<file path="src/rtl/core/ftma_pkg.sv">
// Shared types and constants of the frame timer moving average block.
// No dependencies; the RTL files that use it refer to it by scoped names, the testbench imports it.
`default_nettype none

package ftma_pkg;

    localparam int TIME_W     = 40;   // frame time width in ns, saturating
    localparam int TICK_W     = 64;
    localparam int PERIOD_W   = 32;   // Q16.16 tick period
    localparam int FRAC_W     = 16;
    localparam int CNT_W      = 7;    // window length and sample count
    localparam int FIF_W      = 4;
    localparam int IDX_W      = 3;
    localparam int QS_W       = 2;
    localparam int STATUS_W   = 3;
    localparam int SUM_W      = TIME_W + CNT_W;
    localparam int CONV_W     = TIME_W + 10;
    localparam int DIV_CNT_W  = $clog2(SUM_W);
    localparam int CFG_IDX_W  = 2;
    localparam int CFG_DATA_W = 32;
    localparam int Q_DEPTH    = 2;
    localparam int QP_W       = 1;
    localparam int QC_W       = 2;

    localparam logic [TIME_W-1:0] TIME_MAX = {TIME_W{1'b1}};

    typedef enum logic [STATUS_W-1:0] {
        ST_MARKED    = 3'd0,
        ST_SAMPLE    = 3'd1,
        ST_UNWRITTEN = 3'd2,
        ST_NOT_READY = 3'd3,
        ST_FAILED    = 3'd4,
        ST_BAD_INDEX = 3'd5
    } status_t;

    typedef enum logic {
        CMD_MARK = 1'b0,
        CMD_READ = 1'b1
    } cmd_t;

    typedef enum logic [QS_W-1:0] {
        QS_READY     = 2'd0,
        QS_NOT_READY = 2'd1,
        QS_FAILED    = 2'd2
    } query_t;

    typedef enum logic [CFG_IDX_W-1:0] {
        CFG_FRAMES = 2'd0,
        CFG_WINDOW = 2'd1,
        CFG_PERIOD = 2'd2
    } cfg_reg_t;

    typedef enum logic [2:0] {
        B_IDLE,
        B_MUL_LO,
        B_MUL_HI,
        B_CONV,
        B_PUSH,
        B_DIV,
        B_EMIT
    } back_state_t;

    typedef struct packed {
        status_t           status;
        logic [TICK_W-1:0] delta;
    } q_item_t;

    typedef struct packed {
        logic [FIF_W-1:0]    fif;
        logic [CNT_W-1:0]    window;
        logic [PERIOD_W-1:0] period;
        logic                window_clear;
    } cfg_t;

endpackage

`default_nettype wire

</file>
<file path="src/rtl/core/ftma_queue.sv">
// Two-entry queue of classified commands between the front and back parts.
// Depends on ftma_pkg for the queue item type.
`default_nettype none

module ftma_queue (
    input  wire logic              clk,
    input  wire logic              rst_n,
    input  wire logic              push_valid,
    output logic                   push_ready,
    input  wire ftma_pkg::q_item_t push_item,
    output logic                   pop_valid,
    input  wire logic              pop_ready,
    output ftma_pkg::q_item_t      pop_item
);

    ftma_pkg::q_item_t              entry_reg [ftma_pkg::Q_DEPTH];
    logic [ftma_pkg::QP_W-1:0]      wr_ptr_reg;
    logic [ftma_pkg::QP_W-1:0]      wr_ptr_next;
    logic [ftma_pkg::QP_W-1:0]      rd_ptr_reg;
    logic [ftma_pkg::QP_W-1:0]      rd_ptr_next;
    logic [ftma_pkg::QC_W-1:0]      count_reg;
    logic [ftma_pkg::QC_W-1:0]      count_next;
    logic                           push;
    logic                           pop;

    assign push_ready = (count_reg != ftma_pkg::QC_W'(ftma_pkg::Q_DEPTH));
    assign pop_valid  = (count_reg != '0);
    assign pop_item   = entry_reg[rd_ptr_reg];
    assign push       = push_valid && push_ready;
    assign pop        = pop_valid && pop_ready;

    always_comb
    begin
        wr_ptr_next = push ? wr_ptr_reg + 1'b1 : wr_ptr_reg;
        rd_ptr_next = pop ? rd_ptr_reg + 1'b1 : rd_ptr_reg;
        count_next  = count_reg;
        if (push && !pop)
        begin
            count_next = count_reg + 1'b1;
        end
        else if (pop && !push)
        begin
            count_next = count_reg - 1'b1;
        end
    end

    always_ff @(posedge clk or negedge rst_n)
    begin
        if (!rst_n)
        begin
            wr_ptr_reg <= '0;
            rd_ptr_reg <= '0;
            count_reg  <= '0;
        end
        else
        begin
            wr_ptr_reg <= wr_ptr_next;
            rd_ptr_reg <= rd_ptr_next;
            count_reg  <= count_next;
        end
    end

    always_ff @(posedge clk)
    begin
        if (push)
        begin
            entry_reg[wr_ptr_reg] <= push_item;
        end
    end

    a_count_bounded: assert property (@(posedge clk) disable iff (!rst_n)
        count_reg <= ftma_pkg::QC_W'(ftma_pkg::Q_DEPTH))
        else $error("queue holds more than its depth");

endmodule

`default_nettype wire

</file>
<file path="config.mk">
export PLATFORM = sky130hd
export DESIGN_NAME = ftma_queue
export DESIGN_NICKNAME = d
export VERILOG_FILES = /design/src/rtl/core/ftma_pkg.sv /design/src/rtl/core/ftma_queue.sv
export SDC_FILE = /design/constraint.sdc
export NUM_CORES = 1
export LEC_CHECK = 0
export BUFFER_PORTS_ARGS = -buffer_cell sky130_fd_sc_hd__buf_4
export CAP_MARGIN = 5
export CORE_UTILIZATION = 47
export CTS_CLUSTER_SIZE = 8
export DETAILED_ROUTE_END_ITERATION = 6
export PLACE_DENSITY = 0.76
export SYNTH_ARGS = -nofsm -noshare
export SYNTH_HDL_FRONTEND = slang
export SYNTH_SLANG_ARGS = --single-unit
</file>
<file path="constraint.sdc">
create_clock -name clk -period 3.8 [get_ports clk]
set_clock_uncertainty 0.15 [all_clocks]
set_input_delay 0.76 -clock clk [delete_from_list [all_inputs] [get_ports clk]]
set_output_delay 0.76 -clock clk [all_outputs]
set_load 0.005 [all_outputs]
</file>
== Yosys cells after proc, flatten, opt, wreduce, memory -nomap -nowiden ==
Memories as Yosys holds them, arrays and structs flattened.
Cells that the tools add are included.

* Register bits: 4
* Bits in writable memories: 134
* Bits of input ports: 71
* Output and inout port bits: 69
* Word-level logic and storage cells: 21
* Memories kept: 1

* Add/sub/neg operators: 4
* Equal/unequal tests: 1
* Mux-type cells: 4
* Reduce and logical (&&, ||, !) cells: 8

{| class="wikitable"
|+ Memory list
! name !! words !! width !! read ports !! clocked after Yosys merged registers in !! wr ports !! RTL line !! source
|-
| entry_reg || 2 || 67 || 1 || 0 || 1 || ftma_queue.sv:16 || <nowiki>ftma_pkg::q_item_t entry_reg [ftma_pkg::Q_DEPTH];</nowiki>
|}

{| class="wikitable"
|+ Operators with widths
! cell !! number
|-
| $logic_and 1x1->1 || 4
|-
| $mux 2 || 2
|-
| $reduce_bool 2->1 || 2
|-
| $add 1x1->1 const B || 2
|-
| $add 2x1->2 const B || 1
|-
| $logic_not 1->1 || 2
|-
| $mux 1 || 2
|-
| $ne 2x2->1 const B || 1
|-
| $sub 2x1->2 const B || 1
|}

== Depth between registers and ports, before layout ==
* Depth in word-level cells: 6
* Mapped depth: 7
* Mapped depth without buffers: 7

== Least setup slack after synthesis ==
OpenSTA, ideal clock, no wires.

* Kind: input to register
* From: input port push_valid
* To: memory entry_reg[0][0] (netlist name), enable pin
* Library setup time: 0.492 ns
* Arrival time: 3.649 ns
* Slack: -0.491 ns
* Stages: 2
* Path buffers: 0
* Path through: nand2_1 > nor2_1

* Cells in the longest elaborated chain, start to end: 3

{| class="wikitable"
|+ RTL lines
! item !! RTL line !! source
|-
| start: declaration || ftma_queue.sv:8 || <nowiki>input wire logic push_valid,</nowiki>
|-
| $logic_and 1x1->1 || ftma_queue.sv:29 || <nowiki>assign push = push_valid && push_ready;</nowiki>
|-
| $mux 1 || ftma_queue.sv:65 || <nowiki>if (push)</nowiki>
|-
| $mux 1 (not written as such) || ftma_queue.sv:67 || <nowiki>entry_reg[wr_ptr_reg] <= push_item;</nowiki>
|-
| end: declaration || ftma_queue.sv:16 ||
|}

Every way passes these cells.

==> metrics <==
worst-path fanout max=43; Internal=around 3.9 mW; DRC=0; dpl cell area=0.00633 mm^2; layout cell share with drive strength beyond 1=60.8%; synth warn=0; NetSw=1.30 mW; final-report hold violation count=0; LEAKAGE=2.65 nW; Initial Util=48.9%; Layout Nets=454; #FFs+latches synth=138; Worst EP arrival=2.05 ns; Sequential Area=0.00413 mm^2; die area=0.0113 mm^2; root buf cell=clkbuf_8; Via Count=2557; CP Capture Type=output port; HP Class=input pin to flop; Peak VDD IR=between 400 and 500 uV; # IOs=140; crit path kind=flop to output port; Rel. slew slack=54.5%; H-tree depth=4; Die Span X=106 um; outcome=complete, no violations; postcts setup bufs=0; core area=about 0.010 mm^2; Detailed Route Iter0 Violations=90; Worst-path clk slew=0.05 ns; number of I/O port buffers=139; design area=0.00687 mm^2; setup TNS=0 ns; Tmin final=2.96 ns; Post-Place Cells=498; gpl congestion=0.654; initial antenna violation count=0; drt via density=4.83; Critical Path Start=rd_ptr_reg; Clock power frac=28.1%; slowest CP cell=dfrtp_4; first-pass GRT wire length=about 13000 um; syn avg cell area=22.6 um^2; Syn Nets=299; area of the multi-input gates=a little over 900 um^2; HPWL after detailed placement=5540 um; fin crit share=78.0%; Setup Viol. Count Final=0; largest net degree at the start of global routing=between 40 and 50; worst-path cell chain=buf_12 > mux2_2 > buf_4; CP max stage delay=0.66 ns; worst reg2reg path startpoint=count_reg[0]; Slew @ Worst Pin=0.681 ns; Tot GR Track Use=about 16%; drt wl/cell=16.1 um; grt ovf=0; hold path start=push_item[36]; maximum clock frequency=0.337 GHz; PwrDens=756 mW/mm^2; worst slack at placement=1.36 ns; Clk Latency, worst-skew pair=0.50 ns; DRT Wirelength=~8500 um; sequential share of power=between 40 and 50%; # clock sinks=about 140; Ant. Diodes=0; Cell Area, Synth=0.00512 mm^2; crit start category=flop; Clock Path Buffers=2; Tot Pwr=5.19 mW; Antenna Nets Post-Route=0; Setup WS post-layout=0.835 ns; RSZ-0062 raised after global routing=no; fillers=around 750; final core utilization=65.6%; Largest register FFs=134; Slew Viols, Final=0; Hold Slack=0.289 ns; unique cell type count in the Yosys netlist=16; Max Cap Viol=0; sw frac=25.0%; height of the chip=106 um; fin cells=between 500 and 600; CP Data Required Time=2.89 ns; Synth Instances=227; Core Rows=37; combinational power share=29.1%; Num CTS Buffers=17; vias in the first global route=2684; Seq/Total Area, Yosys=80.5%; 1st-pass router iterations=4; Layout area overhead=34.1%; CTS tree=yes
## placed cells by master (no fill, tap or decap), drive strengths merged
cell type | synthesis | layout
clkbuf | 0 | 19
or2 | 1 | 1
clkinvlp | 0 | 2
inv | 1 | 1
xnor2 | 3 | 3
clkinv | 0 | 7
nand2b | 1 | 1
nand2 | 2 | 2
xor2 | 2 | 2
edfxtp | 134 | 134
mux2 | 67 | 67
ha | 1 | 1
and3 | 1 | 1
dfrtp | 4 | 4
nor2 | 2 | 2
dlygate4sd3 | 0 | 1
bufinv | 0 | 2
buf | 8 | 143
## cell usage after synthesis
cell | count | area [um^2]
edfxtp_1 | 134 | 4020
mux2_2 | 47 | 529
mux2_4 | 20 | 300
buf_2 | 4 | 20.0
dfrtp_1 | 4 | 100
xnor2_1 | 3 | 26.3
buf_6 | 2 | 22.5
buf_8 | 2 | 30.0
nand2_1 | 2 | 7.51
nor2_1 | 2 | 7.51
xor2_1 | 2 | 17.5
and3_1 | 1 | 6.26
ha_1 | 1 | 12.5
inv_1 | 1 | 3.75
nand2b_1 | 1 | 6.26
or2_2 | 1 | 6.26
## power by group through the flow
| stage | clock network [mW] | registers, mW | logic (mW) |
|---|---|---|---|
| 2_1_floorplan | 0 | 2.19 | 0.901 |
| 3_5_place_dp | 0 | 2.26 | 1.54 |
| 4_1_cts | 1.49 | 2.23 | 1.54 |
| 3_3_place_gp | 0 | 2.24 | 1.52 |
| 6_report | 1.46 | 2.23 | 1.51 |
| 5_1_grt | 1.54 | 2.26 | 1.62 |
## final timing paths
check,cells past startpoint,end,slack (ns)
max,3,pop_item[52],0.84
min,1,entry_reg[0][36],0.29
max reg2reg,4,entry_reg[0][51],1.68
min reg2reg,1,count_reg[1],0.34
max in group asynchronous,2,rd_ptr_reg,2.93
min in group asynchronous,2,count_reg[1],0.45
## cell type report
type	count	area share, %
Clock buffer	19	6.14
Clock inverter	11	1.55
Inverter	1	0.0547
Multi-Input combinational cell	80	13.5
Sequential cell	138	60.1
Tap cell	136	2.48
Timing Repair Buffer	144	16.1
## cell families (layout without fill, tap and decap cells)
group | Yosys count | in the layout | synth area share (%)
xor gates and xnor gates | 5 | 5 | 0.855
adders and majority gates | 1 | 1 | 0.244
and+or+nand+nor | 7 | 7 | 0.660
muxes | 67 | 67 | 16.2
DFF | 138 | 138 | 80.5
buffers and inverters | 9 | 175 | 1.49
## layer usage
metal  global-route usage [%]  part of all wire, %  routed length [um]
met1                     17.7                   39                3340
met2                     26.3                   52                4450
met3                     5.15                  6.9                 584
met4                     8.13                  1.4                 121
met5                        0                    0                   0
## critical path: cells and delay by family (launching register included)
kind,cells,cell delay [ns]
muxes,1,0.39
buffers and inverters,2,0.45
DFF,1,0.66
## repair_timing
item	in CTS	in global routing
setup endpoints to repair	0	0
endpoints found under the hold margin	4	0
resized for setup	0	0
hold buffers	1	0
No activity file was read; power rests on OpenSTA's default activity.
