[src/rtl/core/ftma_pkg.sv]
// Shared types and constants of the frame timer moving average block.
// No dependencies; the RTL files that use it refer to it by scoped names, the testbench imports it.
`default_nettype none

package ftma_pkg;

    localparam int TIME_W     = 40;   // frame time width in ns, saturating
    localparam int TICK_W     = 64;
    localparam int PERIOD_W   = 32;   // Q16.16 tick period
    localparam int FRAC_W     = 16;
    localparam int CNT_W      = 7;    // window length and sample count
    localparam int FIF_W      = 4;
    localparam int IDX_W      = 3;
    localparam int QS_W       = 2;
    localparam int STATUS_W   = 3;
    localparam int SUM_W      = TIME_W + CNT_W;
    localparam int CONV_W     = TIME_W + 10;
    localparam int DIV_CNT_W  = $clog2(SUM_W);
    localparam int CFG_IDX_W  = 2;
    localparam int CFG_DATA_W = 32;
    localparam int Q_DEPTH    = 2;
    localparam int QP_W       = 1;
    localparam int QC_W       = 2;

    localparam logic [TIME_W-1:0] TIME_MAX = {TIME_W{1'b1}};

    typedef enum logic [STATUS_W-1:0] {
        ST_MARKED    = 3'd0,
        ST_SAMPLE    = 3'd1,
        ST_UNWRITTEN = 3'd2,
        ST_NOT_READY = 3'd3,
        ST_FAILED    = 3'd4,
        ST_BAD_INDEX = 3'd5
    } status_t;

    typedef enum logic {
        CMD_MARK = 1'b0,
        CMD_READ = 1'b1
    } cmd_t;

    typedef enum logic [QS_W-1:0] {
        QS_READY     = 2'd0,
        QS_NOT_READY = 2'd1,
        QS_FAILED    = 2'd2
    } query_t;

    typedef enum logic [CFG_IDX_W-1:0] {
        CFG_FRAMES = 2'd0,
        CFG_WINDOW = 2'd1,
        CFG_PERIOD = 2'd2
    } cfg_reg_t;

    typedef enum logic [2:0] {
        B_IDLE,
        B_MUL_LO,
        B_MUL_HI,
        B_CONV,
        B_PUSH,
        B_DIV,
        B_EMIT
    } back_state_t;

    typedef struct packed {
        status_t           status;
        logic [TICK_W-1:0] delta;
    } q_item_t;

    typedef struct packed {
        logic [FIF_W-1:0]    fif;
        logic [CNT_W-1:0]    window;
        logic [PERIOD_W-1:0] period;
        logic                window_clear;
    } cfg_t;

endpackage

`default_nettype wire

[src/rtl/core/ftma_req_if.sv]
// Command channel of the frame timer: valid/ready plus one command transaction.
// Depends on ftma_pkg for field widths.
`default_nettype none

interface ftma_req_if;
    logic                          valid;
    logic                          ready;
    logic                          cmd;
    logic [ftma_pkg::IDX_W-1:0]    frame_index;
    logic [ftma_pkg::TICK_W-1:0]   start_ticks;
    logic [ftma_pkg::TICK_W-1:0]   end_ticks;
    logic [ftma_pkg::QS_W-1:0]     query_state;

    modport source (output valid, cmd, frame_index, start_ticks, end_ticks, query_state,
                    input ready);
    modport sink   (input valid, cmd, frame_index, start_ticks, end_ticks, query_state,
                    output ready);
endinterface

`default_nettype wire

[src/rtl/core/ftma_front.sv]
// Front part: accepts commands, keeps the per-slot written flags and classifies
// each transaction into a status and tick delta. Depends on ftma_pkg, ftma_req_if.
`default_nettype none

module ftma_front #(
    parameter int MAX_FRAMES = 8
) (
    input  wire logic              clk,
    input  wire logic              rst_n,
    ftma_req_if.sink               req,
    input  wire ftma_pkg::cfg_t    cfg,
    output logic                   push_valid,
    input  wire logic              push_ready,
    output ftma_pkg::q_item_t      push_item
);

    localparam int FIDX_W = (MAX_FRAMES > 1) ? $clog2(MAX_FRAMES) : 1;

    logic [MAX_FRAMES-1:0]  flag_reg;
    logic [MAX_FRAMES-1:0]  flag_next;
    logic [FIDX_W-1:0]      fidx;
    logic                   index_ok;
    logic                   accept;
    ftma_pkg::status_t      status_c;

    assign fidx     = FIDX_W'(req.frame_index);
    assign index_ok = ({1'b0, req.frame_index} < cfg.fif)
                   && (32'(req.frame_index) < 32'(MAX_FRAMES));
    assign accept   = req.valid && push_ready;

    always_comb
    begin
        if (!index_ok)
        begin
            status_c = ftma_pkg::ST_BAD_INDEX;
        end
        else if (req.cmd == ftma_pkg::CMD_MARK)
        begin
            status_c = ftma_pkg::ST_MARKED;
        end
        else if (!flag_reg[fidx])
        begin
            status_c = ftma_pkg::ST_UNWRITTEN;
        end
        else
        begin
            case (req.query_state)
                ftma_pkg::QS_READY:     status_c = ftma_pkg::ST_SAMPLE;
                ftma_pkg::QS_NOT_READY: status_c = ftma_pkg::ST_NOT_READY;
                default:                status_c = ftma_pkg::ST_FAILED;
            endcase
        end
    end

    always_comb
    begin
        flag_next = flag_reg;
        if (accept && status_c == ftma_pkg::ST_MARKED)
        begin
            flag_next[fidx] = 1'b1;
        end
        else if (accept && status_c == ftma_pkg::ST_SAMPLE)
        begin
            flag_next[fidx] = 1'b0;
        end
    end

    always_ff @(posedge clk or negedge rst_n)
    begin
        if (!rst_n)
        begin
            flag_reg <= '0;
        end
        else
        begin
            flag_reg <= flag_next;
        end
    end

    assign req.ready        = push_ready;
    assign push_valid       = req.valid;
    assign push_item.status = status_c;
    // wraps modulo 2^64 when the end stamp is behind the start stamp
    assign push_item.delta  = req.end_ticks - req.start_ticks;

    a_mark_sets_flag: assert property (@(posedge clk) disable iff (!rst_n)
        (accept && status_c == ftma_pkg::ST_MARKED) |=> flag_reg[$past(fidx)])
        else $error("marked slot flag not set");

endmodule

`default_nettype wire

[src/flat_wrapper.sv]
// flat-port wrapper written by rule: the top's interface ports become plain ports
module ftma_front_flat 
#(
    parameter int MAX_FRAMES = 8
)
  (clk, rst_n, cfg, push_valid, push_ready, push_item, req_valid, req_cmd, req_frame_index, req_start_ticks, req_end_ticks, req_query_state, req_ready);
  ftma_req_if req_i ();
  input  wire logic clk;
  input  wire logic rst_n;
  input  wire ftma_pkg::cfg_t cfg;
  output logic push_valid;
  input  wire logic push_ready;
  output ftma_pkg::q_item_t push_item;
  input wire logic [$bits(req_i.valid)-1:0] req_valid;
  input wire logic [$bits(req_i.cmd)-1:0] req_cmd;
  input wire logic [$bits(req_i.frame_index)-1:0] req_frame_index;
  input wire logic [$bits(req_i.start_ticks)-1:0] req_start_ticks;
  input wire logic [$bits(req_i.end_ticks)-1:0] req_end_ticks;
  input wire logic [$bits(req_i.query_state)-1:0] req_query_state;
  output wire logic [$bits(req_i.ready)-1:0] req_ready;
  assign req_i.valid = req_valid;
  assign req_i.cmd = req_cmd;
  assign req_i.frame_index = req_frame_index;
  assign req_i.start_ticks = req_start_ticks;
  assign req_i.end_ticks = req_end_ticks;
  assign req_i.query_state = req_query_state;
  assign req_ready = req_i.ready;
  ftma_front #(.MAX_FRAMES(MAX_FRAMES)) u_core (.clk(clk), .rst_n(rst_n), .req(req_i), .cfg(cfg), .push_valid(push_valid), .push_ready(push_ready), .push_item(push_item));
endmodule
[config.mk]
export PLATFORM = sky130hd
export DESIGN_NAME = ftma_front_flat
export DESIGN_NICKNAME = d
export VERILOG_FILES = /design/src/rtl/core/ftma_pkg.sv /design/src/rtl/core/ftma_req_if.sv /design/src/rtl/core/ftma_front.sv /design/src/flat_wrapper.sv
export SDC_FILE = /design/constraint.sdc
export NUM_CORES = 1
export LEC_CHECK = 0
export BUFFER_PORTS_ARGS = -buffer_cell sky130_fd_sc_hd__buf_2
export CORE_MARGIN = 3
export CORE_UTILIZATION = 50
export CTS_CLUSTER_SIZE = 8
export DETAILED_ROUTE_END_ITERATION = 10
export PLACE_DENSITY = 0.95
export REMOVE_ABC_BUFFERS = 1
export SYNTH_ARGS = -nofsm -noshare
export SYNTH_HDL_FRONTEND = slang
export SYNTH_SLANG_ARGS = --single-unit
[constraint.sdc]
create_clock -name clk -period 8.4 [get_ports clk]
set_clock_uncertainty 0.2 [all_clocks]
set_input_delay 0.42 -clock clk [delete_from_list [all_inputs] [get_ports clk]]
set_output_delay 0.42 -clock clk [all_outputs]
set_load 0.01 [all_outputs]
## Word level (Yosys, flattened, before mapping)

Cells that the tools add are included.
Widths: inputs -> output; s select.

| storage, ports and cells | value |
|---|---|
| word-level logic and storage cells | 27 |
| bits of input ports | 182 |
| register bits | 8 |

| cells by class | value |
|---|---|
| bitwise gates (word level) | 3 |
| order comparisons | 3 |
| mux-type cells | 10 |
| add/subtract/negate cells | 1 |
| reduce and logical (&&, ||, !) cells | 7 |
| eq/ne operators | 2 |

Operators by type and width:

| operator | count |
|---|---|
| $sub 64x64->64 | 1 |
| $mux 8 | 2 |
| $mux 3 | 3 |
| $and 8x8->8 | 1 |
| $not 8->8 | 1 |
| $or 8x8->8 | 1 |
| $pmux 3 s2 | 1 |
| $logic_and 1x1->1 | 4 |
| $lt 3x4->1 | 1 |
| $lt 3x4->1 const B | 1 |
| $bmux 1 s3 | 1 |
| $demux 1 s3 | 1 |
| $eq 3x1->1 const B | 1 |
| $ge 3x1->1 const B | 1 |
| $logic_not 3->1 | 1 |
| $eq 2x1->1 const B | 1 |
| $logic_not 2->1 | 1 |
| $mux 1 | 2 |
| $reduce_bool 2->1 | 1 |

## Longest topological paths before layout

Gate-level depths: netlist of the first run.

| depth | value |
|---|---|
| depth in word-level cells | 9 |
| mapped depth | 12 |

## Least setup slack after synthesis of the first run

Ideal clock, no wire load.

| timing path | value |
|---|---|
| path kind | in2out |
| from | input req_start_ticks[1] |
| to | output push_item[63] in the netlist's numbering |
| data required time | 7.780 ns |
| data arrival time | 2.735 ns |
| cell stages on the path | 11 |
| slack | 5.045 ns |
| cell sequence | inv_1 -> ha_1 -> nor2b_4 -> o31a_1 -> o31a_1 -> a311o_1 -> o2111a_1 -> o21a_1 -> a31oi_1 -> mux2i_1 -> nand3_1 |

RTL lines:

| item | RTL line | RTL |
|---|---|---|
| from (decl) | flat_wrapper.sv:17 | `input wire logic [$bits(req_i.start_ticks)-1:0] req_start_ticks;` |
| to (decl) | flat_wrapper.sv:13 | `output ftma_pkg::q_item_t push_item;` |

==> results.cfg, run 1 <==
[yosys]
yosysTopAreaCell = ha_1
synth_compound_area_share_pct = 33.7
ys_seq_area_share_pct = 4.33
syn_area_um2 = 4630
synthAdderAreaFrac_pct = 18.0
synthCells = 694
synthXorXnorAreaFrac_pct = 10.6
synth_mux_area_share_pct = 3.08
synth_common_cells = inv_1, a21oi_1, ha_1, nand2_1, nor2_1
synth_edf_count = 0
synth.area.top_cells = ha_1, a21oi_1, inv_1
postSynthAreaPerCell_um2 = 6.67
async_reset_ff_share_pct = 100
yosysTopAreaCellShare_pct = 17.6
synthSimpleGateAreaFrac_pct = 20.6
synth.most_common_cell = inv_1
synth_seq_cells = 8
yosysWarnings = 0
synth_top_family_by_area = compound AO/OA/AOI/OAI gates
ys.flop_type = dfrtp_1
ys_types = 63

[setup_path]
cp-end-kind = output pin
crit_type = primary input to output pin
startpoint_type = primary input
arrival_ns = 3.59
crit_required_ns = 7.78
path_max_fanout = 3

[placed_design]
gp_congestion = 0.942
post-place-ws_ns = 4.24
port_buffers = 210
hpwl_um = 12600

[cells_and_area]
fin_nets = 1125
n_fill_cell = 840
multi_input_area_um2 = 3980
antenna_cells = 0
drive_above_1_share_pct = 26.4
fin_util_pct = 64.7
regArea_um2 = 200
syn2layout_area_growth_pct = 23.7

[cts]
cts_tree = built
cts_sinks = 8
numCtsBuffers = 3
post_cts_buffers = 0
root_buffer = clkbuf_8
cts_max_path_buffers = 2
cts_hold_buffers = 1
ctsResizeCount = 0
clk_latency_ns = 0.23
htree_levels = 1
clk_pin_slew_ns = 0.04

[drt]
wirelength_um = 14500
wl_per_cell_um = 14.7
vias = 5721
drcViolationCount = 0
vias_per_cell = 5.82
ant_nets = 0
drt-pass1-iter-count = 5
initialDrtViolationCount = 249

[floorplanning]
initial_core_util_pct = 52.3
core_area_um2 = 8850
die_x_um = 102
rows = 34
die_area_um2 = 10400
dieHeight_um = 102
io_pins = 251

[timing]
finalSetupViolCount = 0
rsz0062_at_grt = false
setup_tns_ns = 0
whs_ns = 0.302
max_slew_margin_pct = 60.3
timing.fmax_ghz = 0.237
min_period_over_period_pct = 50.1
final_hold_viol_count = 0
final.setup.worst_slack_ns = 4.19
period_needed_ns = 4.21
worst_pin_slew_ns = 0.580
maxSlewViolCount = 0

[global_route]
antenna_found_initial = 0
grt_max_degree = 13
grt_pass1_wl_um = 22900
groute.usage.overall_pct = 26.0
gr-total-overflow = 0
grt_pass1_vias = 5187

[power]
p_leak_nw = 3.09
vdd_drop_max_uv = 130
power.density_nw_per_um2 = 104

[outcome]
status = finished, final reports clean

[min_path]
hold_path.class = flip-flop to flip-flop

[job]
maxCapViolations = 0
[routing by layer]
layer | vias to the layer above | global-route usage (%) | share of wire [%]
li1 | 2847 | - | -
met1 | 2553 | 33.2 | 42
met2 | 281 | 45.6 | 47
met3 | 40 | 3.82 | 8.2
met4 | 0 | 6.86 | 2.6
met5 | - | 0 | 0
[layout by cell type (no fill, tap or decap), drive strengths merged, types with 23 or more instances in the layout]
master	n
a21o	31
nand4	23
inv	82
buf	210
o21ai	46
a21oi	78
ha	65
xnor2	32
nand2	64
xor2	24
nor2	43
[area by class of cell]
| class | count | area share (%) |
|---|---|---|
| inverter | 82 | 5.38 |
| clock buffer | 3 | 0.722 |
| multi-input combinational | 571 | 69.5 |
| timing repair buffer | 211 | 18.5 |
| sequential | 8 | 3.50 |
| tap | 108 | 2.36 |
[logic make-up after synthesis]
kind of cell | count (synthesis)
compound gates | 242
simple gates | 196
buf+inv | 115
fa+ha+maj | 66
xor+xnor | 56
mux | 11
flops | 8
[power breakdown]
| part | switching [mW] | leakage [nW] | internal, mW |
|---|---|---|---|
| sequential | 0.00565 | 0.100 | 0.0489 |
| clock | 0.0156 | 0.0216 | 0.0311 |
| combinational | 0.281 | 2.97 | 0.215 |
| total | 0.303 | 3.09 | 0.295 |
[per-stage QoR]
| stage | cells | power, mW | cell area (um^2) |
|---|---|---|---|
| 4_1_cts | 983 | 0.595 | 5720 |
| 3_3_place_gp | 979 | 0.534 | 5670 |
| 6_report | 983 | 0.597 | 5720 |
| 5_1_grt | 983 | 0.652 | 5720 |
| 3_5_place_dp | 979 | 0.545 | 5670 |
| 2_1_floorplan | 661 | 0.376 | 4480 |
[critical path, cell delays in order]
cell	delay [ns]
buf_2	0.09
inv_1	0.07
ha_1	0.25
fa_1	0.25
nor2b_1	0.07
o31a_1	0.26
o31ai_1	0.48
a21oi_1	0.19
o21ai_0	0.50
o21bai_1	0.21
a21oi_1	0.33
o21ai_0	0.14
xor2_1	0.15
buf_2	0.15
[final timing paths]
kind / from / end / slack (ns) / cells after the start
hold / removal: flip-flop / flip-flop / 0.30 / 1
setup / recovery: req_end_ticks[0] / push_item[42] / 4.19 / 14
hold reg to reg: flip-flop / flip-flop / 0.30 / 1
max in group asynchronous: rst_n / async pin / 7.46 / 2
min in group asynchronous: rst_n / async pin / 0.37 / 2
setup reg to reg: flip-flop / flip-flop / 6.19 / 8
(Power assumes the default switching activity.)
==> run 2: changes to the inputs <==
--- a/config.mk
+++ b/config.mk
@@ -7,10 +7,10 @@
 export LEC_CHECK = 0
 export BUFFER_PORTS_ARGS = -buffer_cell sky130_fd_sc_hd__buf_2
 export CORE_MARGIN = 3
-export CORE_UTILIZATION = 50
+export CORE_UTILIZATION = 47
 export CTS_CLUSTER_SIZE = 8
 export DETAILED_ROUTE_END_ITERATION = 10
-export PLACE_DENSITY = 0.95
+export PLACE_DENSITY = 0.94
 export REMOVE_ABC_BUFFERS = 1
 export SYNTH_ARGS = -nofsm -noshare
 export SYNTH_HDL_FRONTEND = slang
==> constraint.sdc (replaced) <==
create_clock -name clk -period 3.9 [get_ports clk]
set_clock_uncertainty 0.2 [all_clocks]
set_input_delay 0.195 -clock clk [delete_from_list [all_inputs] [get_ports clk]]
set_output_delay 0.195 -clock clk [all_outputs]
set_load 0.01 [all_outputs]
==> results.cfg, run 2 (synthesis gave the netlist of run 1 again) <==
[cts]
cts_tree = built
htree_levels = 1
root_buffer = clkbuf_8
ctsResizeCount = 0
numCtsBuffers = 3
cts_max_path_buffers = 2
clk_pin_slew_ns = 0.04
cts_sinks = 8
clk_latency_ns = 0.23

[setup_path]
startpoint_type = primary input
reg2regPathDepth = 7
path_common_cell = buf_2
arrival_ns = 3.11
crit_required_ns = 3.50
worst_path_max_delay_cell = o31ai_1
max_stage_delay_ns = 0.43
path_max_fanout = 5
crit_type = primary input to output pin
cp-end-kind = output pin
ff2ff_setup_slack_ns = 1.73
path_cells = buf_2, inv_1, ha_1, fa_1, nor2b_1, o31a_1, o31ai_1, a211oi_1, o21a_1, a311o_1, a31oi_1, o21ai_1, xor2_1, buf_2

[cells_and_area]
antenna_cells = 0
syn2layout_area_growth_pct = 24.6
final_cell_mix = buf_2, inv_1, a21oi_1
fin_nets = 1127
layout_commonest_cell = buf_2
fin_area_um2 = 5760
drive_above_1_share_pct = 26.6

[timing]
finalSetupViolCount = 0
maxSlewViolCount = 0
timing.fmax_ghz = 0.285
min_period_over_period_pct = 90.0
whs_ns = 0.133
period_needed_ns = 3.51
rsz0062_at_grt = false
max_slew_margin_pct = 60.0
setup_tns_ns = 0
worst_pin_slew_ns = 0.595
final_hold_viol_count = 0

[placed_design]
hpwl_um = 12600
port_buffers = 210
gp_congestion = 0.915
placed_area_um2 = 5710

[power]
vdd_drop_max_uv = 185
p_clk_share_pct = 7.9
power_mw = 1.29
p_leak_nw = 3.10
pwr-share-comb_pct = 83.2
pwr-share-seq_pct = 9.0
swShare_pct = 50.6
power.internal_uw = 637
power.density_nw_per_um2 = 224
power.switching_uw = 653

[global_route]
gr-total-overflow = 0
grt_pass1_vias = 5350
antenna_found_initial = 0
grt_pass1_wl_um = 23600
grt_max_degree = 13
groute.usage.overall_pct = 24.7

[drt]
initialDrtViolationCount = 233
vias_per_cell = 5.67
vias = 5706
wl_per_cell_um = 14.4
wirelength_um = 14500
ant_nets = 0
drcViolationCount = 0
drt-pass1-iter-count = 5

[min_path]
whs_path_depth = 3
worstHoldStart = req_frame_index[1]
hold_path.class = primary input to flip-flop

[floorplanning]
io_pins = 251
rows = 35
dieHeight_um = 105
core_area_um2 = 9420
die_area_um2 = 11100
initial_core_util_pct = 49.1
die_x_um = 105

[outcome]
status = finished, final reports clean

[job]
maxCapViolations = 0
## run 2: worst max-delay path, delay by kind of cell
kind | cells | cell delay [ns]
and+or+nand+nor | 1 | 0.07
buffers and inverters | 3 | 0.30
adders and majority gates | 2 | 0.47
AOI/OAI and AO/OA | 7 | 1.94
xor gates and xnor gates | 1 | 0.15
## run 2: layer usage
layer	track usage (%)	vias up	wire, um
li1	-	2856	-
met1	30.1	2562	6110
met2	43.5	247	6900
met3	4.04	41	1020
met4	9.00	0	479
met5	0	-	0
## run 2: repair_timing
action / CTS / global route
setup buffers: 0 / 0
endpoints found under the hold margin: 8 / 0
hold buffers: 1 / 0
## run 2: worst max path at each step
stage | start | to | slack [ns] | depth (start not counted)
finish | req_end_ticks[0] | push_item[60] | 0.39 | 14
global placement | req_end_ticks[0] | push_item[60] | 0.47 | 14
CTS | req_end_ticks[0] | push_item[60] | 0.43 | 14
floorplan | req_start_ticks[1] | push_item[63] | 1.0 | 11
global route | req_end_ticks[0] | push_item[60] | 0.19 | 14
detailed placement | req_end_ticks[0] | push_item[60] | 0.46 | 14
## run 2: final cells by class
type / count / area [um^2]
timing repair buffer: 213 / 1080
clock buffer: 3 / 41.3
sequential: 8 / 200
fill: 879 / 3650
tap: 129 / 161
multi-input combinational: 571 / 3980
inverter: 82 / 308
## run 2: power by group through the flow
stage	clock network, mW	logic (mW)	registers (mW)
after floorplan	0	0.696	0.113
after global placement	0	1.04	0.116
final	0.101	1.07	0.116
after detailed placement	0	1.06	0.117
after global routing	0.106	1.18	0.119
after CTS	0.104	1.07	0.116
## run 2: through the flow
step	worst slack [ns]	util [%]	std cells
after detailed placement	0.458	60.7	1002
after global placement	0.468	60.7	1002
final	0.391	61.2	1006
after floorplan	0.995	-	661
after global routing	0.189	61.2	1006
after CTS	0.433	61.2	1006
==> run 3: changes to the inputs <==
--- a/config.mk
+++ b/config.mk
@@ -5,12 +5,15 @@
 export SDC_FILE = /design/constraint.sdc
 export NUM_CORES = 1
 export LEC_CHECK = 0
+export ABC_AREA = 0
 export BUFFER_PORTS_ARGS = -buffer_cell sky130_fd_sc_hd__buf_2
 export CORE_MARGIN = 3
 export CORE_UTILIZATION = 47
 export CTS_CLUSTER_SIZE = 8
 export DETAILED_ROUTE_END_ITERATION = 10
+export GPL_TIMING_DRIVEN = 0
 export PLACE_DENSITY = 0.94
+export RECOVER_POWER = 25
 export REMOVE_ABC_BUFFERS = 1
 export SYNTH_ARGS = -nofsm -noshare
 export SYNTH_HDL_FRONTEND = slang
==> results.cfg, run 3 (synthesis gave the netlist of run 1 again) <==
[floorplanning]
die_area_um2 = 11100
dieHeight_um = 105
rows = 35
io_pins = 251
core_area_um2 = 9420
die_x_um = 105
initial_core_util_pct = 49.1

[power]
power.density_nw_per_um2 = 224
vdd_drop_max_uv = 185
p_leak_nw = 3.06

[cts]
clk_latency_ns = 0.23
clk_pin_slew_ns = 0.04
root_buffer = clkbuf_8
cts_tree = built
post_cts_buffers = 0
htree_levels = 1
cts_sinks = 8
numCtsBuffers = 3
cts_max_path_buffers = 2

[cells_and_area]
antenna_cells = 0
fin_area_um2 = 5730
final_cell_mix = buf_2, inv_1, a21oi_1
drive_above_1_share_pct = 25.1
n_fill_cell = 884
layout_commonest_cell = buf_2
layout.cells.non_filler = 1004
fin_nets = 1125
syn2layout_area_growth_pct = 23.9

[setup_path]
startpoint_type = primary input
cp-end-kind = output pin
cp-startpoint = req_end_ticks[0]
ff2ff_setup_slack_ns = 1.73
reg2regPathDepth = 7
crit_required_ns = 3.50
arrival_ns = 3.28
endpoint = push_item[42]
crit_type = primary input to output pin
path_max_fanout = 3

[placed_design]
hpwl_um = 12800
placed_area_um2 = 5700
placed_cells = 1000
gp_congestion = 0.921
port_buffers = 210

[drt]
vias = 5677
wl_per_cell_um = 14.7
ant_nets = 0
vias_per_cell = 5.65
drt-pass1-iter-count = 5
wirelength_um = 14800
drcViolationCount = 0
initialDrtViolationCount = 312

[global_route]
antenna_found_initial = 0
met3_usage_pct = 2.94
groute.usage.overall_pct = 25.1
met2_usage_pct = 44.8
grt_pass1_vias = 5336
grt_pass1_wl_um = 23900
met1_usage_pct = 31.6
busiest_layer = met2
gr-total-overflow = 0
grt_max_degree = 13

[job]
maxCapViolations = 0

[timing]
finalSetupViolCount = 0
maxSlewViolCount = 0
min_period_over_period_pct = 94.3
period_needed_ns = 3.68
setup_tns_ns = 0
timing.fmax_ghz = 0.272
final_hold_viol_count = 0
worst_pin_slew_ns = 0.571
rsz0062_at_grt = false
max_slew_margin_pct = 61.0

[outcome]
status = finished, final reports clean

[min_path]
hold_path.class = primary input to flip-flop
run 3: changes by cell type in the layout (fill, tap and decap cells not counted):
cell and delta:
buf_4 -2, o21ai_1 +1, buf_2 -11, o21ai_0 -1
clkbuf_1 +11
run 3: power breakdown:
group | total, mW | switching [mW] | internal, mW
Sequential | 0.115 | 0.0101 | 0.105
Clock | 0.0991 | 0.0323 | 0.0668
Combinational | 1.07 | 0.610 | 0.458
run 3: worst max-delay path: stages:
cell	delay [ns]
buf_2	0.09
inv_1	0.04
ha_1	0.23
fa_1	0.25
nor2b_1	0.07
o31a_1	0.26
o31ai_1	0.51
a21oi_1	0.21
o21ai_1	0.38
o21bai_1	0.21
a21oi_1	0.34
o21ai_0	0.17
xor2_1	0.17
buf_2	0.15
run 3: worst min-delay path by stage:
stage,startpoint,end,depth (start not counted)
after floorplan,rst_n,async pin,0
after CTS,req_frame_index[1],flip-flop,3
final,req_frame_index[1],flip-flop,3
after detailed placement,rst_n,async pin,1
after global placement,rst_n,async pin,1
after global routing,req_frame_index[1],flip-flop,3
run 3: final cells by class:
| type | count | area [um^2] | area share [%] |
|---|---|---|---|
| Clock buffer | 3 | 41.3 | 0.720 |
| Inverter | 82 | 308 | 5.37 |
| Multi-Input combinational cell | 571 | 3980 | 69.3 |
| Sequential cell | 8 | 200 | 3.49 |
| Tap cell | 129 | 161 | 2.81 |
| Timing Repair Buffer | 211 | 1050 | 18.3 |
run 3: what timing repair did:
item	4_1_cts	5_1_grt
gates resized for setup	0	1
endpoints found under the hold margin	8	0
hold buffers	1	0
setup endpoints to repair	0	1
run 3: routing by layer:
metal	vias up	routed length, um	share of wire [%]
li1	2850	-	-
met1	2540	6130	42
met2	252	7160	48
met3	35	1070	7.2
met4	0	408	2.8
met5	-	0	0
run 3: through the flow:
stage                     hold slack [ns]  util (%)  total power, mW  setup WS, ns
after detailed placement           -0.148      60.5             1.18         0.122
after floorplan                    -0.301         -            0.809         0.995
final                               0.134      60.9             1.28         0.221
after global routing                0.181      60.9             1.40        0.0716
after global placement             -0.155      60.5             1.15         0.181
after CTS                           0.130      61.0             1.28         0.108
